### config.mk
export PLATFORM = sky130hd
export DESIGN_NAME = srec_record_encoder
export DESIGN_NICKNAME = d
export VERILOG_FILES = /design/src/rtl/srec_pkg.sv /design/src/rtl/srec_record_encoder.sv /design/src/rtl/srec_ctrl.sv /design/src/rtl/srec_dp.sv
export VERILOG_INCLUDE_DIRS = /design/src /design/src/rtl
export SDC_FILE = /design/constraint.sdc
export NUM_CORES = 1
export LEC_CHECK = 0
export BUFFER_PORTS_ARGS = -buffer_cell sky130_fd_sc_hd__buf_2
export CORE_ASPECT_RATIO = 1.75
export CORE_MARGIN = 2
export CORE_UTILIZATION = 50
export DETAILED_ROUTE_END_ITERATION = 7
export HOLD_SLACK_MARGIN = 0.1
export PLACE_DENSITY = 0.67
export REMOVE_ABC_BUFFERS = 1
export SETUP_SLACK_MARGIN = 0.15
export SLEW_MARGIN = 20
export SYNTH_ARGS = -nofsm -noshare
export SYNTH_HDL_FRONTEND = slang
export SYNTH_SLANG_ARGS = --single-unit
### constraint.sdc
create_clock -name clk -period 6.16 [get_ports clk]
set_input_delay 0.308 -clock clk [delete_from_list [all_inputs] [get_ports clk]]
set_output_delay 0.308 -clock clk [all_outputs]
set_load 0.01 [all_outputs]
### src/rtl/srec_record_encoder_defines.svh
// ---------------------------------------------------------------------------
// S-record encoder assertion macros
// Concurrent checks on clk, disabled while rst_n is low.
// ---------------------------------------------------------------------------
`ifndef SREC_RECORD_ENCODER_DEFINES_SVH
`define SREC_RECORD_ENCODER_DEFINES_SVH

`ifndef ASSERT_OFF
// same-cycle implication
`define SREC_ASSERT_IMP(lbl, ante, cons, msg) \
  lbl: assert property (@(posedge clk) disable iff (!rst_n) (ante) |-> (cons)) \
    else $error(msg);
// next-cycle implication
`define SREC_ASSERT_NEXT(lbl, ante, cons, msg) \
  lbl: assert property (@(posedge clk) disable iff (!rst_n) (ante) |=> (cons)) \
    else $error(msg);
`else
`define SREC_ASSERT_IMP(lbl, ante, cons, msg)
`define SREC_ASSERT_NEXT(lbl, ante, cons, msg)
`endif

`endif

### src/rtl/srec_pkg.sv
// ---------------------------------------------------------------------------
// S-record encoder package
// Request kinds, controller states, command and status bundles, ASCII tables.
// ---------------------------------------------------------------------------
package srec_pkg;

  localparam int CFG_W  = 5;
  localparam int CNT_W  = 4;
  localparam int ADDR_W = 24;

  localparam logic [CFG_W-1:0] CFG_RESET = 5'd24;

  localparam logic [7:0] CH_S   = 8'h53;
  localparam logic [7:0] CH_1   = 8'h31;
  localparam logic [7:0] CH_2   = 8'h32;
  localparam logic [7:0] CH_NL  = 8'h0A;
  localparam logic [7:0] CH_NUL = 8'h00;

  // byte count overhead: address bytes plus checksum
  localparam logic [7:0] S1_OVERHEAD = 8'd3;
  localparam logic [7:0] S2_OVERHEAD = 8'd4;

  // step counter marks
  localparam logic [CNT_W-1:0] CNT_ADDR_WIDE   = 4'd0;
  localparam logic [CNT_W-1:0] CNT_ADDR_NARROW = 4'd2;
  localparam logic [CNT_W-1:0] CNT_ADDR_LAST   = 4'd5;
  localparam logic [CNT_W-1:0] CNT_NUL_LAST    = 4'd1;
  localparam logic [CNT_W-1:0] CNT_END_LAST    = 4'd10;

  typedef enum logic [1:0] {
    KIND_SET_ADDR = 2'd0,
    KIND_DATA     = 2'd1,
    KIND_FLUSH    = 2'd2,
    KIND_TERM     = 2'd3
  } kind_t;

  typedef enum logic [3:0] {
    ST_IDLE,
    ST_S,
    ST_TYPE,
    ST_CNT_HI,
    ST_CNT_LO,
    ST_ADDR,
    ST_DATA_HI,
    ST_DATA_LO,
    ST_SUM_HI,
    ST_SUM_LO,
    ST_NL,
    ST_NUL,
    ST_END
  } state_t;

  typedef enum logic [3:0] {
    SEL_S,
    SEL_TYPE,
    SEL_CNT_HI,
    SEL_CNT_LO,
    SEL_ADDR,
    SEL_DATA_HI,
    SEL_DATA_LO,
    SEL_SUM_HI,
    SEL_SUM_LO,
    SEL_NL,
    SEL_NUL,
    SEL_END
  } sel_t;

  typedef struct packed {
    logic accept;
    logic emit;
    logic last;
    sel_t sel;
    logic fetch;
    logic cnt_clr;
    logic cnt_addr;
    logic cnt_inc;
  } ctrl_cmd_t;

  typedef struct packed {
    logic rec_due;
    logic out_free;
    logic addr_done;
    logic byte_done;
    logic nul_done;
    logic end_done;
  } dp_stat_t;

  // upper-case hex digit
  function automatic logic [7:0] hex_char(input logic [3:0] nib);
    logic [7:0] wide_nib;
    wide_nib = {4'h0, nib};
    if (nib < 4'd10) begin
      return 8'h30 + wide_nib;
    end
    return 8'h37 + wide_nib;
  endfunction

  // fixed end line "S9030000FC\n"
  function automatic logic [7:0] end_char(input logic [CNT_W-1:0] idx);
    logic [7:0] ch;
    unique case (idx)
      4'd0:    ch = 8'h53;
      4'd1:    ch = 8'h39;
      4'd2:    ch = 8'h30;
      4'd3:    ch = 8'h33;
      4'd4:    ch = 8'h30;
      4'd5:    ch = 8'h30;
      4'd6:    ch = 8'h30;
      4'd7:    ch = 8'h30;
      4'd8:    ch = 8'h46;
      4'd9:    ch = 8'h43;
      4'd10:   ch = 8'h0A;
      default: ch = 8'h00;
    endcase
    return ch;
  endfunction

endpackage

### src/rtl/srec_record_encoder.sv
// A request that closes a record goes through the state register and then the
//   output register; an S1 record of n bytes is 13 + 2*n characters, S2 is 15 + 2*n and
//   the end line is 11, at one per cycle while the output is not stalled. The input is
//   held while text goes out; a data byte that only fills the buffer leaves in_ready high.
// Reset: rst_n is synchronous, active low; it empties the buffer, zeroes the
//   addresses and sets the record length to 24.
// ---------------------------------------------------------------------------
// S-record encoder top level
// Turns load requests into S1/S2 record text with a fixed S9 end line.
// ---------------------------------------------------------------------------
module srec_record_encoder #(
  parameter int MAX_RECORD_BYTES = 24
) (
  input  logic                        clk,
  input  logic                        rst_n,
  input  logic                        cfg_wr_en,
  input  logic [srec_pkg::CFG_W-1:0]  cfg_wr_data,
  input  logic                        in_valid,
  output logic                        in_ready,
  input  logic [1:0]                  in_kind,
  input  logic [7:0]                  in_data_byte,
  input  logic [srec_pkg::ADDR_W-1:0] in_address,
  output logic                        out_valid,
  input  logic                        out_ready,
  output logic [7:0]                  out_char,
  output logic                        out_last,
  output logic                        out_dropped
);

  srec_pkg::ctrl_cmd_t cmd;
  srec_pkg::dp_stat_t  stat;

  // sequencer
  srec_ctrl u_ctrl (
    .clk      (clk),
    .rst_n    (rst_n),
    .in_valid (in_valid),
    .in_ready (in_ready),
    .in_kind  (in_kind),
    .stat     (stat),
    .cmd      (cmd)
  );

  // record storage and character generation
  srec_dp #(
    .MAX_RECORD_BYTES (MAX_RECORD_BYTES)
  ) u_dp (
    .clk          (clk),
    .rst_n        (rst_n),
    .cfg_wr_en    (cfg_wr_en),
    .cfg_wr_data  (cfg_wr_data),
    .in_kind      (in_kind),
    .in_data_byte (in_data_byte),
    .in_address   (in_address),
    .cmd          (cmd),
    .stat         (stat),
    .out_ready    (out_ready),
    .out_valid    (out_valid),
    .out_char     (out_char),
    .out_last     (out_last),
    .out_dropped  (out_dropped)
  );

endmodule

### src/rtl/srec_ctrl.sv
// ---------------------------------------------------------------------------
// S-record encoder controller
// Sequences the characters of one record or of the end line.
// ---------------------------------------------------------------------------
`include "srec_record_encoder_defines.svh"

module srec_ctrl (
  input  logic                clk,
  input  logic                rst_n,
  input  logic                in_valid,
  output logic                in_ready,
  input  logic [1:0]          in_kind,
  input  srec_pkg::dp_stat_t  stat,
  output srec_pkg::ctrl_cmd_t cmd
);

  srec_pkg::state_t state_r;
  srec_pkg::state_t state_nxt;

  // state register
  always_ff @(posedge clk) begin
    if (!rst_n) begin
      state_r <= srec_pkg::ST_IDLE;
    end else begin
      state_r <= state_nxt;
    end
  end

  // next state and commands
  always_comb begin
    state_nxt = state_r;
    cmd       = '0;
    cmd.sel   = srec_pkg::SEL_S;
    in_ready  = 1'b0;
    unique case (state_r)
      srec_pkg::ST_IDLE: begin
        in_ready = 1'b1;
        if (in_valid) begin
          cmd.accept = 1'b1;
          if (srec_pkg::kind_t'(in_kind) == srec_pkg::KIND_TERM) begin
            cmd.cnt_clr = 1'b1;
            state_nxt   = srec_pkg::ST_END;
          end else if (stat.rec_due) begin
            state_nxt = srec_pkg::ST_S;
          end
        end
      end
      srec_pkg::ST_S: begin
        if (stat.out_free) begin
          cmd.emit  = 1'b1;
          cmd.sel   = srec_pkg::SEL_S;
          state_nxt = srec_pkg::ST_TYPE;
        end
      end
      srec_pkg::ST_TYPE: begin
        if (stat.out_free) begin
          cmd.emit  = 1'b1;
          cmd.sel   = srec_pkg::SEL_TYPE;
          state_nxt = srec_pkg::ST_CNT_HI;
        end
      end
      srec_pkg::ST_CNT_HI: begin
        if (stat.out_free) begin
          cmd.emit  = 1'b1;
          cmd.sel   = srec_pkg::SEL_CNT_HI;
          state_nxt = srec_pkg::ST_CNT_LO;
        end
      end
      srec_pkg::ST_CNT_LO: begin
        if (stat.out_free) begin
          cmd.emit     = 1'b1;
          cmd.sel      = srec_pkg::SEL_CNT_LO;
          cmd.cnt_addr = 1'b1;
          state_nxt    = srec_pkg::ST_ADDR;
        end
      end
      srec_pkg::ST_ADDR: begin
        if (stat.out_free) begin
          cmd.emit    = 1'b1;
          cmd.sel     = srec_pkg::SEL_ADDR;
          cmd.cnt_inc = 1'b1;
          // a record always holds at least one byte: prefetch the first
          if (stat.addr_done) begin
            cmd.fetch = 1'b1;
            state_nxt = srec_pkg::ST_DATA_HI;
          end
        end
      end
      srec_pkg::ST_DATA_HI: begin
        if (stat.out_free) begin
          cmd.emit  = 1'b1;
          cmd.sel   = srec_pkg::SEL_DATA_HI;
          state_nxt = srec_pkg::ST_DATA_LO;
        end
      end
      srec_pkg::ST_DATA_LO: begin
        if (stat.out_free) begin
          cmd.emit = 1'b1;
          cmd.sel  = srec_pkg::SEL_DATA_LO;
          if (stat.byte_done) begin
            state_nxt = srec_pkg::ST_SUM_HI;
          end else begin
            cmd.fetch = 1'b1;
            state_nxt = srec_pkg::ST_DATA_HI;
          end
        end
      end
      srec_pkg::ST_SUM_HI: begin
        if (stat.out_free) begin
          cmd.emit  = 1'b1;
          cmd.sel   = srec_pkg::SEL_SUM_HI;
          state_nxt = srec_pkg::ST_SUM_LO;
        end
      end
      srec_pkg::ST_SUM_LO: begin
        if (stat.out_free) begin
          cmd.emit  = 1'b1;
          cmd.sel   = srec_pkg::SEL_SUM_LO;
          state_nxt = srec_pkg::ST_NL;
        end
      end
      srec_pkg::ST_NL: begin
        if (stat.out_free) begin
          cmd.emit    = 1'b1;
          cmd.sel     = srec_pkg::SEL_NL;
          cmd.cnt_clr = 1'b1;
          state_nxt   = srec_pkg::ST_NUL;
        end
      end
      srec_pkg::ST_NUL: begin
        if (stat.out_free) begin
          cmd.emit    = 1'b1;
          cmd.sel     = srec_pkg::SEL_NUL;
          cmd.cnt_inc = 1'b1;
          if (stat.nul_done) begin
            cmd.last  = 1'b1;
            state_nxt = srec_pkg::ST_IDLE;
          end
        end
      end
      srec_pkg::ST_END: begin
        if (stat.out_free) begin
          cmd.emit    = 1'b1;
          cmd.sel     = srec_pkg::SEL_END;
          cmd.cnt_inc = 1'b1;
          if (stat.end_done) begin
            cmd.last  = 1'b1;
            state_nxt = srec_pkg::ST_IDLE;
          end
        end
      end
      default: begin
        state_nxt = srec_pkg::ST_IDLE;
      end
    endcase
  end

  `SREC_ASSERT_IMP(a_emit_room, cmd.emit, stat.out_free, "character issued into a full output")
  `SREC_ASSERT_NEXT(a_last_idle, cmd.emit && cmd.last, state_r == srec_pkg::ST_IDLE, "not idle after last")
  `SREC_ASSERT_NEXT(a_term_end, cmd.accept && (in_kind == srec_pkg::KIND_TERM), state_r == srec_pkg::ST_END, "terminate did not start end line")

endmodule

### src/rtl/srec_dp.sv
// ---------------------------------------------------------------------------
// S-record encoder datapath
// Byte store, record bookkeeping, checksum, character mux and output register.
// ---------------------------------------------------------------------------
`include "srec_record_encoder_defines.svh"

module srec_dp #(
  parameter int MAX_RECORD_BYTES = 24
) (
  input  logic                             clk,
  input  logic                             rst_n,
  input  logic                             cfg_wr_en,
  input  logic [srec_pkg::CFG_W-1:0]       cfg_wr_data,
  input  logic [1:0]                       in_kind,
  input  logic [7:0]                       in_data_byte,
  input  logic [srec_pkg::ADDR_W-1:0]      in_address,
  input  srec_pkg::ctrl_cmd_t              cmd,
  output srec_pkg::dp_stat_t               stat,
  input  logic                             out_ready,
  output logic                             out_valid,
  output logic [7:0]                       out_char,
  output logic                             out_last,
  output logic                             out_dropped
);

  localparam int FILL_W = $clog2(MAX_RECORD_BYTES + 1);
  localparam int IDX_W  = (MAX_RECORD_BYTES > 1) ? $clog2(MAX_RECORD_BYTES) : 1;
  localparam int LEN_W  = srec_pkg::CFG_W + 1;
  localparam logic [LEN_W-1:0] LEN_MAX   = LEN_W'(MAX_RECORD_BYTES);
  localparam logic [FILL_W-1:0] FILL_MAX = FILL_W'(MAX_RECORD_BYTES);

  localparam int AW = srec_pkg::ADDR_W;

  logic [7:0] store_mem [MAX_RECORD_BYTES];

  logic [srec_pkg::CFG_W-1:0] cfg_r;
  logic [FILL_W-1:0]          fill_r, fill_nxt;
  logic [7:0]                 sum_r, sum_nxt;
  logic [AW-1:0]              rec_start_r, rec_start_nxt;
  logic [AW-1:0]              next_addr_r, next_addr_nxt;
  logic                       drop_r, drop_nxt;

  logic [AW-1:0]              em_start_r, em_start_nxt;
  logic [FILL_W-1:0]          em_fill_r, em_fill_nxt;
  logic [7:0]                 em_sum_r, em_sum_nxt;
  logic [7:0]                 chk_r;

  logic [FILL_W-1:0]          rd_idx_r;
  logic [7:0]                 rd_data_r;
  logic [srec_pkg::CNT_W-1:0] cnt_r;

  logic                       out_valid_r;
  logic [7:0]                 out_char_r;
  logic                       out_last_r;
  logic                       out_dropped_r;

  srec_pkg::kind_t            kind;
  logic [FILL_W-1:0]          fill_inc;
  logic [7:0]                 sum_inc;
  logic [AW-1:0]              start_data;
  logic [LEN_W-1:0]           len_eff;
  logic                       full_due;
  logic                       rec_due;
  logic                       wide;
  logic [7:0]                 cnt_byte;
  logic [3:0]                 addr_nib;
  logic [7:0]                 char_sel;

  assign kind       = srec_pkg::kind_t'(in_kind);
  assign fill_inc   = fill_r + FILL_W'(1);
  assign sum_inc    = sum_r + in_data_byte;
  assign start_data = (fill_r == '0) ? next_addr_r : rec_start_r;

  // clamp record length into 1..MAX_RECORD_BYTES
  always_comb begin
    if (cfg_r == '0) begin
      len_eff = LEN_W'(1);
    end else if (LEN_W'(cfg_r) > LEN_MAX) begin
      len_eff = LEN_MAX;
    end else begin
      len_eff = LEN_W'(cfg_r);
    end
  end

  assign full_due = LEN_W'(fill_inc) >= len_eff;

  // record due on this request
  always_comb begin
    case (kind)
      srec_pkg::KIND_DATA: rec_due = full_due;
      srec_pkg::KIND_TERM: rec_due = 1'b0;
      default:             rec_due = (fill_r != '0);
    endcase
  end

  // bookkeeping update and record snapshot at accept
  always_comb begin
    fill_nxt      = fill_r;
    sum_nxt       = sum_r;
    rec_start_nxt = rec_start_r;
    next_addr_nxt = next_addr_r;
    drop_nxt      = drop_r;
    em_start_nxt  = em_start_r;
    em_fill_nxt   = em_fill_r;
    em_sum_nxt    = em_sum_r;
    if (cmd.accept) begin
      case (kind)
        srec_pkg::KIND_SET_ADDR: begin
          em_start_nxt  = rec_start_r;
          em_fill_nxt   = fill_r;
          em_sum_nxt    = sum_r;
          fill_nxt      = '0;
          sum_nxt       = '0;
          rec_start_nxt = in_address;
          next_addr_nxt = in_address;
        end
        srec_pkg::KIND_DATA: begin
          em_start_nxt  = start_data;
          em_fill_nxt   = fill_inc;
          em_sum_nxt    = sum_inc;
          rec_start_nxt = start_data;
          next_addr_nxt = next_addr_r + AW'(1);
          fill_nxt      = full_due ? '0 : fill_inc;
          sum_nxt       = full_due ? '0 : sum_inc;
        end
        srec_pkg::KIND_FLUSH: begin
          em_start_nxt = rec_start_r;
          em_fill_nxt  = fill_r;
          em_sum_nxt   = sum_r;
          fill_nxt     = '0;
          sum_nxt      = '0;
        end
        default: begin
          drop_nxt = (fill_r != '0);
          fill_nxt = '0;
          sum_nxt  = '0;
        end
      endcase
    end
  end

  // control state
  always_ff @(posedge clk) begin
    if (!rst_n) begin
      cfg_r       <= srec_pkg::CFG_RESET;
      fill_r      <= '0;
      sum_r       <= '0;
      rec_start_r <= '0;
      next_addr_r <= '0;
      drop_r      <= 1'b0;
    end else begin
      if (cfg_wr_en) begin
        cfg_r <= cfg_wr_data;
      end
      fill_r      <= fill_nxt;
      sum_r       <= sum_nxt;
      rec_start_r <= rec_start_nxt;
      next_addr_r <= next_addr_nxt;
      drop_r      <= drop_nxt;
    end
  end

  // record snapshot and checksum
  assign wide     = |em_start_r[AW-1:16];
  assign cnt_byte = 8'(em_fill_r) + (wide ? srec_pkg::S2_OVERHEAD : srec_pkg::S1_OVERHEAD);

  always_ff @(posedge clk) begin
    em_start_r <= em_start_nxt;
    em_fill_r  <= em_fill_nxt;
    em_sum_r   <= em_sum_nxt;
    chk_r      <= ~(em_sum_r + cnt_byte + em_start_r[23:16] + em_start_r[15:8]
                    + em_start_r[7:0]);
  end

  // byte store: write on data request, registered read on fetch
  always_ff @(posedge clk) begin
    if (cmd.accept && (kind == srec_pkg::KIND_DATA)) begin
      store_mem[fill_r[IDX_W-1:0]] <= in_data_byte;
    end
    if (cmd.fetch) begin
      rd_data_r <= store_mem[rd_idx_r[IDX_W-1:0]];
    end
  end

  // read index and step counter
  always_ff @(posedge clk) begin
    if (!rst_n) begin
      rd_idx_r <= '0;
      cnt_r    <= '0;
    end else begin
      if (cmd.accept) begin
        rd_idx_r <= '0;
      end else if (cmd.fetch) begin
        rd_idx_r <= rd_idx_r + FILL_W'(1);
      end
      if (cmd.cnt_clr) begin
        cnt_r <= '0;
      end else if (cmd.cnt_addr) begin
        cnt_r <= wide ? srec_pkg::CNT_ADDR_WIDE : srec_pkg::CNT_ADDR_NARROW;
      end else if (cmd.cnt_inc) begin
        cnt_r <= cnt_r + srec_pkg::CNT_W'(1);
      end
    end
  end

  // address nibble, most significant first
  always_comb begin
    case (cnt_r)
      4'd0:    addr_nib = em_start_r[23:20];
      4'd1:    addr_nib = em_start_r[19:16];
      4'd2:    addr_nib = em_start_r[15:12];
      4'd3:    addr_nib = em_start_r[11:8];
      4'd4:    addr_nib = em_start_r[7:4];
      default: addr_nib = em_start_r[3:0];
    endcase
  end

  // character mux
  always_comb begin
    unique case (cmd.sel)
      srec_pkg::SEL_S:       char_sel = srec_pkg::CH_S;
      srec_pkg::SEL_TYPE:    char_sel = wide ? srec_pkg::CH_2 : srec_pkg::CH_1;
      srec_pkg::SEL_CNT_HI:  char_sel = srec_pkg::hex_char(cnt_byte[7:4]);
      srec_pkg::SEL_CNT_LO:  char_sel = srec_pkg::hex_char(cnt_byte[3:0]);
      srec_pkg::SEL_ADDR:    char_sel = srec_pkg::hex_char(addr_nib);
      srec_pkg::SEL_DATA_HI: char_sel = srec_pkg::hex_char(rd_data_r[7:4]);
      srec_pkg::SEL_DATA_LO: char_sel = srec_pkg::hex_char(rd_data_r[3:0]);
      srec_pkg::SEL_SUM_HI:  char_sel = srec_pkg::hex_char(chk_r[7:4]);
      srec_pkg::SEL_SUM_LO:  char_sel = srec_pkg::hex_char(chk_r[3:0]);
      srec_pkg::SEL_NL:      char_sel = srec_pkg::CH_NL;
      srec_pkg::SEL_NUL:     char_sel = srec_pkg::CH_NUL;
      srec_pkg::SEL_END:     char_sel = srec_pkg::end_char(cnt_r);
      default:               char_sel = srec_pkg::CH_NUL;
    endcase
  end

  // output register
  always_ff @(posedge clk) begin
    if (!rst_n) begin
      out_valid_r <= 1'b0;
    end else if (cmd.emit) begin
      out_valid_r <= 1'b1;
    end else if (out_ready) begin
      out_valid_r <= 1'b0;
    end
  end

  always_ff @(posedge clk) begin
    if (cmd.emit) begin
      out_char_r    <= char_sel;
      out_last_r    <= cmd.last;
      out_dropped_r <= (cmd.sel == srec_pkg::SEL_END) && drop_r;
    end
  end

  assign out_valid   = out_valid_r;
  assign out_char    = out_char_r;
  assign out_last    = out_last_r;
  assign out_dropped = out_dropped_r;

  // status toward the controller
  always_comb begin
    stat           = '0;
    stat.rec_due   = rec_due;
    stat.out_free  = !out_valid_r || out_ready;
    stat.addr_done = (cnt_r == srec_pkg::CNT_ADDR_LAST);
    stat.byte_done = (rd_idx_r == em_fill_r);
    stat.nul_done  = (cnt_r == srec_pkg::CNT_NUL_LAST);
    stat.end_done  = (cnt_r == srec_pkg::CNT_END_LAST);
  end

  `SREC_ASSERT_IMP(a_fill_bound, 1'b1, fill_r < FILL_MAX, "byte store over full")
  `SREC_ASSERT_IMP(a_fetch_range, cmd.fetch, rd_idx_r < em_fill_r, "fetch past record end")
  `SREC_ASSERT_NEXT(a_rec_nonempty, cmd.accept && rec_due, em_fill_r != '0, "empty record started")

endmodule
==> run summary <==
CTS Hold Buffers Added = 11
Lkg Pwr = 6.58 nW
DR iter-0 viols = 653
Rows = 88
Synth Area in Compound Gates = 12.5%
Sequential-to-total area share from yosys stat = 55.5%
Synth Register Bits = 342
Top-level port count = 56
Clk root buf = clkbuf_16
Placed insts = 1738
Adder-cell share of the synthesized area = 5.94%
Setup repair bufs after CTS = 0
Mux cell area share after synthesis = 10.3%
ANT cells = 0
Synth top area cells = edfxtp_1, dfxtp_1, mux4_2
Gp weighted congestion = 0.907
Critical Path AT = 5640 ps
Slew @ Worst Pin = 1030 ps
CP Cell Sequence = nor4_1, nand2_1, inv_1, ha_1, fa_1, xor2_1, fa_1, fa_1, inv_1, fa_1, inv_1, fa_1, a21o_1, a21oi_1, o21bai_1, a21oi_1, xnor2_1
Most frequent cell after synthesis = edfxtp_1
Routed Antenna Nets = 0
Async SR Flop Fraction = 0%
RSZ-0062 raised after global routing = no
Mapped cell area = 16800 µm²
Flop pwr share = 40.0%
Post-CTS Resized = 0
Synth Area per Inst = 12.5 µm²
Largest net degree at the start of global routing = 73
Worst Skew = 17.6 ps
Post-DP HPWL = 28600 µm
Simple-Gate Fraction of Synth Area = 9.60%
Worst min path class = input pin to flop
CTS max path bufs = 3
TritonCTS clock tree = built
Initial antenna violation count = 0
Insertion delay to the later sink of the worst-skew pair = 530 ps
CTS clk-pin slew, worst paths = 70 ps
Number of synthesized flops with an enable pin = 246
Tot GR Track Use = 23.8%
Crit path capture type = flop
# DRC = 0
Sw power = 0.00256 W
Critical path type = flop to flop
Sw Share = 33.9%
Remaining Overflow, GRT = 0
Setup TNS = 0 ps
H-Tree Depth = 2
Internal = 0.00499 W
Most frequent CP cell = fa_1
Yosys warns = 0
Achievable frequency = 192 MHz
Logic pwr share = 32.9%
CP max stage delay = 550 ps
Most common library cells after synthesis = edfxtp_1, dfxtp_1, a21oi_1
IO Port Bufs = 54
Synth cell types = 85
Fin crit period = 5220 ps
Via density = 6.11
Wirelength per Cell = 22.7 µm
Final setup viols = 0
Hold slack = 109 ps
Max-cap violations = 0
P&R area growth vs syn = 10.6%
Fraction of final layout cells sized beyond drive strength 1 = 16.6%
Fin crit share = 84.7%
Power density cells = 408 nW/µm²
Die H = 246 µm
Main combinational cell family by area after synthesis = compound AO/OA/AOI/OAI gates
Clock power share = 27.1%
Final Hold Fails = 0
Nets = 1493
DRT Pass-1 Iters = 6
Initial Utilization = 50.8%
Crit path launch type = flop
Final slew viol count = 0
Status = complete, no violations
Maximum fanout along the worst path = 8
First-pass GRT wire length = 63500 µm
Vias in the first global route = 11100
Yosys top cell by area = edfxtp_1
Die area = 35100 µm²
CTS Buf Count = 34
Area of the core = 33000 µm²
Worst reg-to-reg path cell count = 17
Die X = 142 µm
Via Count = 11100
CTS sink cnt = 342
Worst Path Required = 6580 ps
Peak supply drop = 0.405 mV
Detailed Route WL = 41100 µm
XOR/XNOR share of the synthesized area = 2.35%
Area fraction of the dominant cell type after synthesis = 44.0%
Most used DFF post-synth = edfxtp_1
Hold Crit Depth = 3
Slew HR = 31.6%
Synthesized netlist cell count = 1346
Fin cells = 1811
Slowest CP cell = xor2_1
-- final cells by class --
| cell class | count | area (µm²) |
|---|---|---|
| fill | 2720 | 14500 |
| clock inverter | 18 | 178 |
| sequential | 342 | 9310 |
| timing repair buffer | 80 | 517 |
| clock buffer | 42 | 912 |
| tap | 405 | 507 |
| inverter | 77 | 289 |
| multi-input combinational | 847 | 6830 |
-- placed cells by master (no fill, tap or decap), types with 13 or more instances in the layout --
cell type | netlist | layout
mux2i_1 | 16 | 16
nor2b_1 | 26 | 26
nor2_1 | 85 | 85
inv_1 | 75 | 75
buf_2 | 15 | 54
fa_1 | 21 | 21
a21oi_1 | 86 | 85
dfxtp_1 | 96 | 94
mux4_2 | 56 | 56
nand2_1 | 74 | 74
o22ai_1 | 27 | 27
xor2_1 | 13 | 13
clkbuf_16 | 0 | 35
buf_4 | 8 | 13
o21ai_0 | 79 | 79
nand3_1 | 29 | 29
mux2_2 | 27 | 27
xnor2_1 | 32 | 32
ha_1 | 46 | 46
edfxtp_1 | 246 | 246
-- final timing paths --
| kind | from | slack [ps] | endpoint |
|---|---|---|---|
| max | u_dp.em_start_r[23] | 940 | u_dp.chk_r[7] |
| min | in_address[0] | 110 | u_dp.rec_start_r[0] |
| max reg2reg | u_dp.em_start_r[23] | 940 | u_dp.chk_r[7] |
| min reg2reg | u_dp.sum_r[2] | 490 | u_dp.sum_r[2] |
-- critical path, delay by kind of cell (launching register included) --
kind | cells | cell delay [ps]
xor+xnor | 2 | 640
simple gates | 2 | 590
compound gates | 4 | 660
fa+ha+maj | 6 | 2450
flops | 1 | 430
buf+inv | 3 | 340
-- flip-flops by register name (all words and copies together) (netlist names), named ones only --
register	count
u_dp.sum_r	8
u_dp.out_char	7
u_dp.out_valid	1
u_dp.drop_r	1
u_dp.em_fill_r	5
u_dp.out_last	1
u_dp.out_dropped	1
u_ctrl.state_r	4
u_dp.cfg_r	5
u_dp.next_addr_r	24
u_dp.em_start_r	24
u_dp.em_sum_r	8
u_dp.rec_start_r	24
u_dp.cnt_r	4
u_dp.chk_r	8
u_dp.store_mem	192
u_dp.fill_r	5
u_dp.rd_idx_r	5
u_dp.rd_data_r	8
-- power groups by stage --
stage / Clock [W] / Combinational, W / Sequential [W]
finish: 0.00205 / 0.00249 / 0.00302
global route: 0.00217 / 0.00278 / 0.00305
CTS: 0.00208 / 0.00249 / 0.00302
detailed placement: 0 / 0.00245 / 0.00307
global placement: 0 / 0.00240 / 0.00307
floorplan: 0 / 0.00176 / 0.00302
-- logic make-up (layout without fill, tap and decap cells) --
logic type	after synthesis	in the layout
adders and majority gates	67	67
DFF	342	342
other	1	1
xor gates and xnor gates	45	45
buffers and inverters	157	217
muxes	99	99
and+or+nand+nor	311	311
AOI/OAI and AO/OA	324	324
-- metal layers --
layer  track usage (%)  wire length, µm  up-vias
met1              26.3            14800     5495
met4              12.0             2200        0
met2              44.8            22700      319
li1                  -                -     5150
met3              2.47             1470      102
met5                 0                0        -
-- through the flow --
stage / setup slack [ps] / area (µm²) / util [%] / power, W
floorplan: 1610 / 16400 / - / 0.00478
global placement: 1070 / 17300 / 52.4 / 0.00547
detailed placement: 924 / 17300 / 52.4 / 0.00552
CTS: 910 / 18500 / 56.0 / 0.00760
global route: 601 / 18500 / 56.2 / 0.00801
finish: 941 / 18500 / 56.2 / 0.00756
Note: power is estimated with default switching activity, not from simulation.
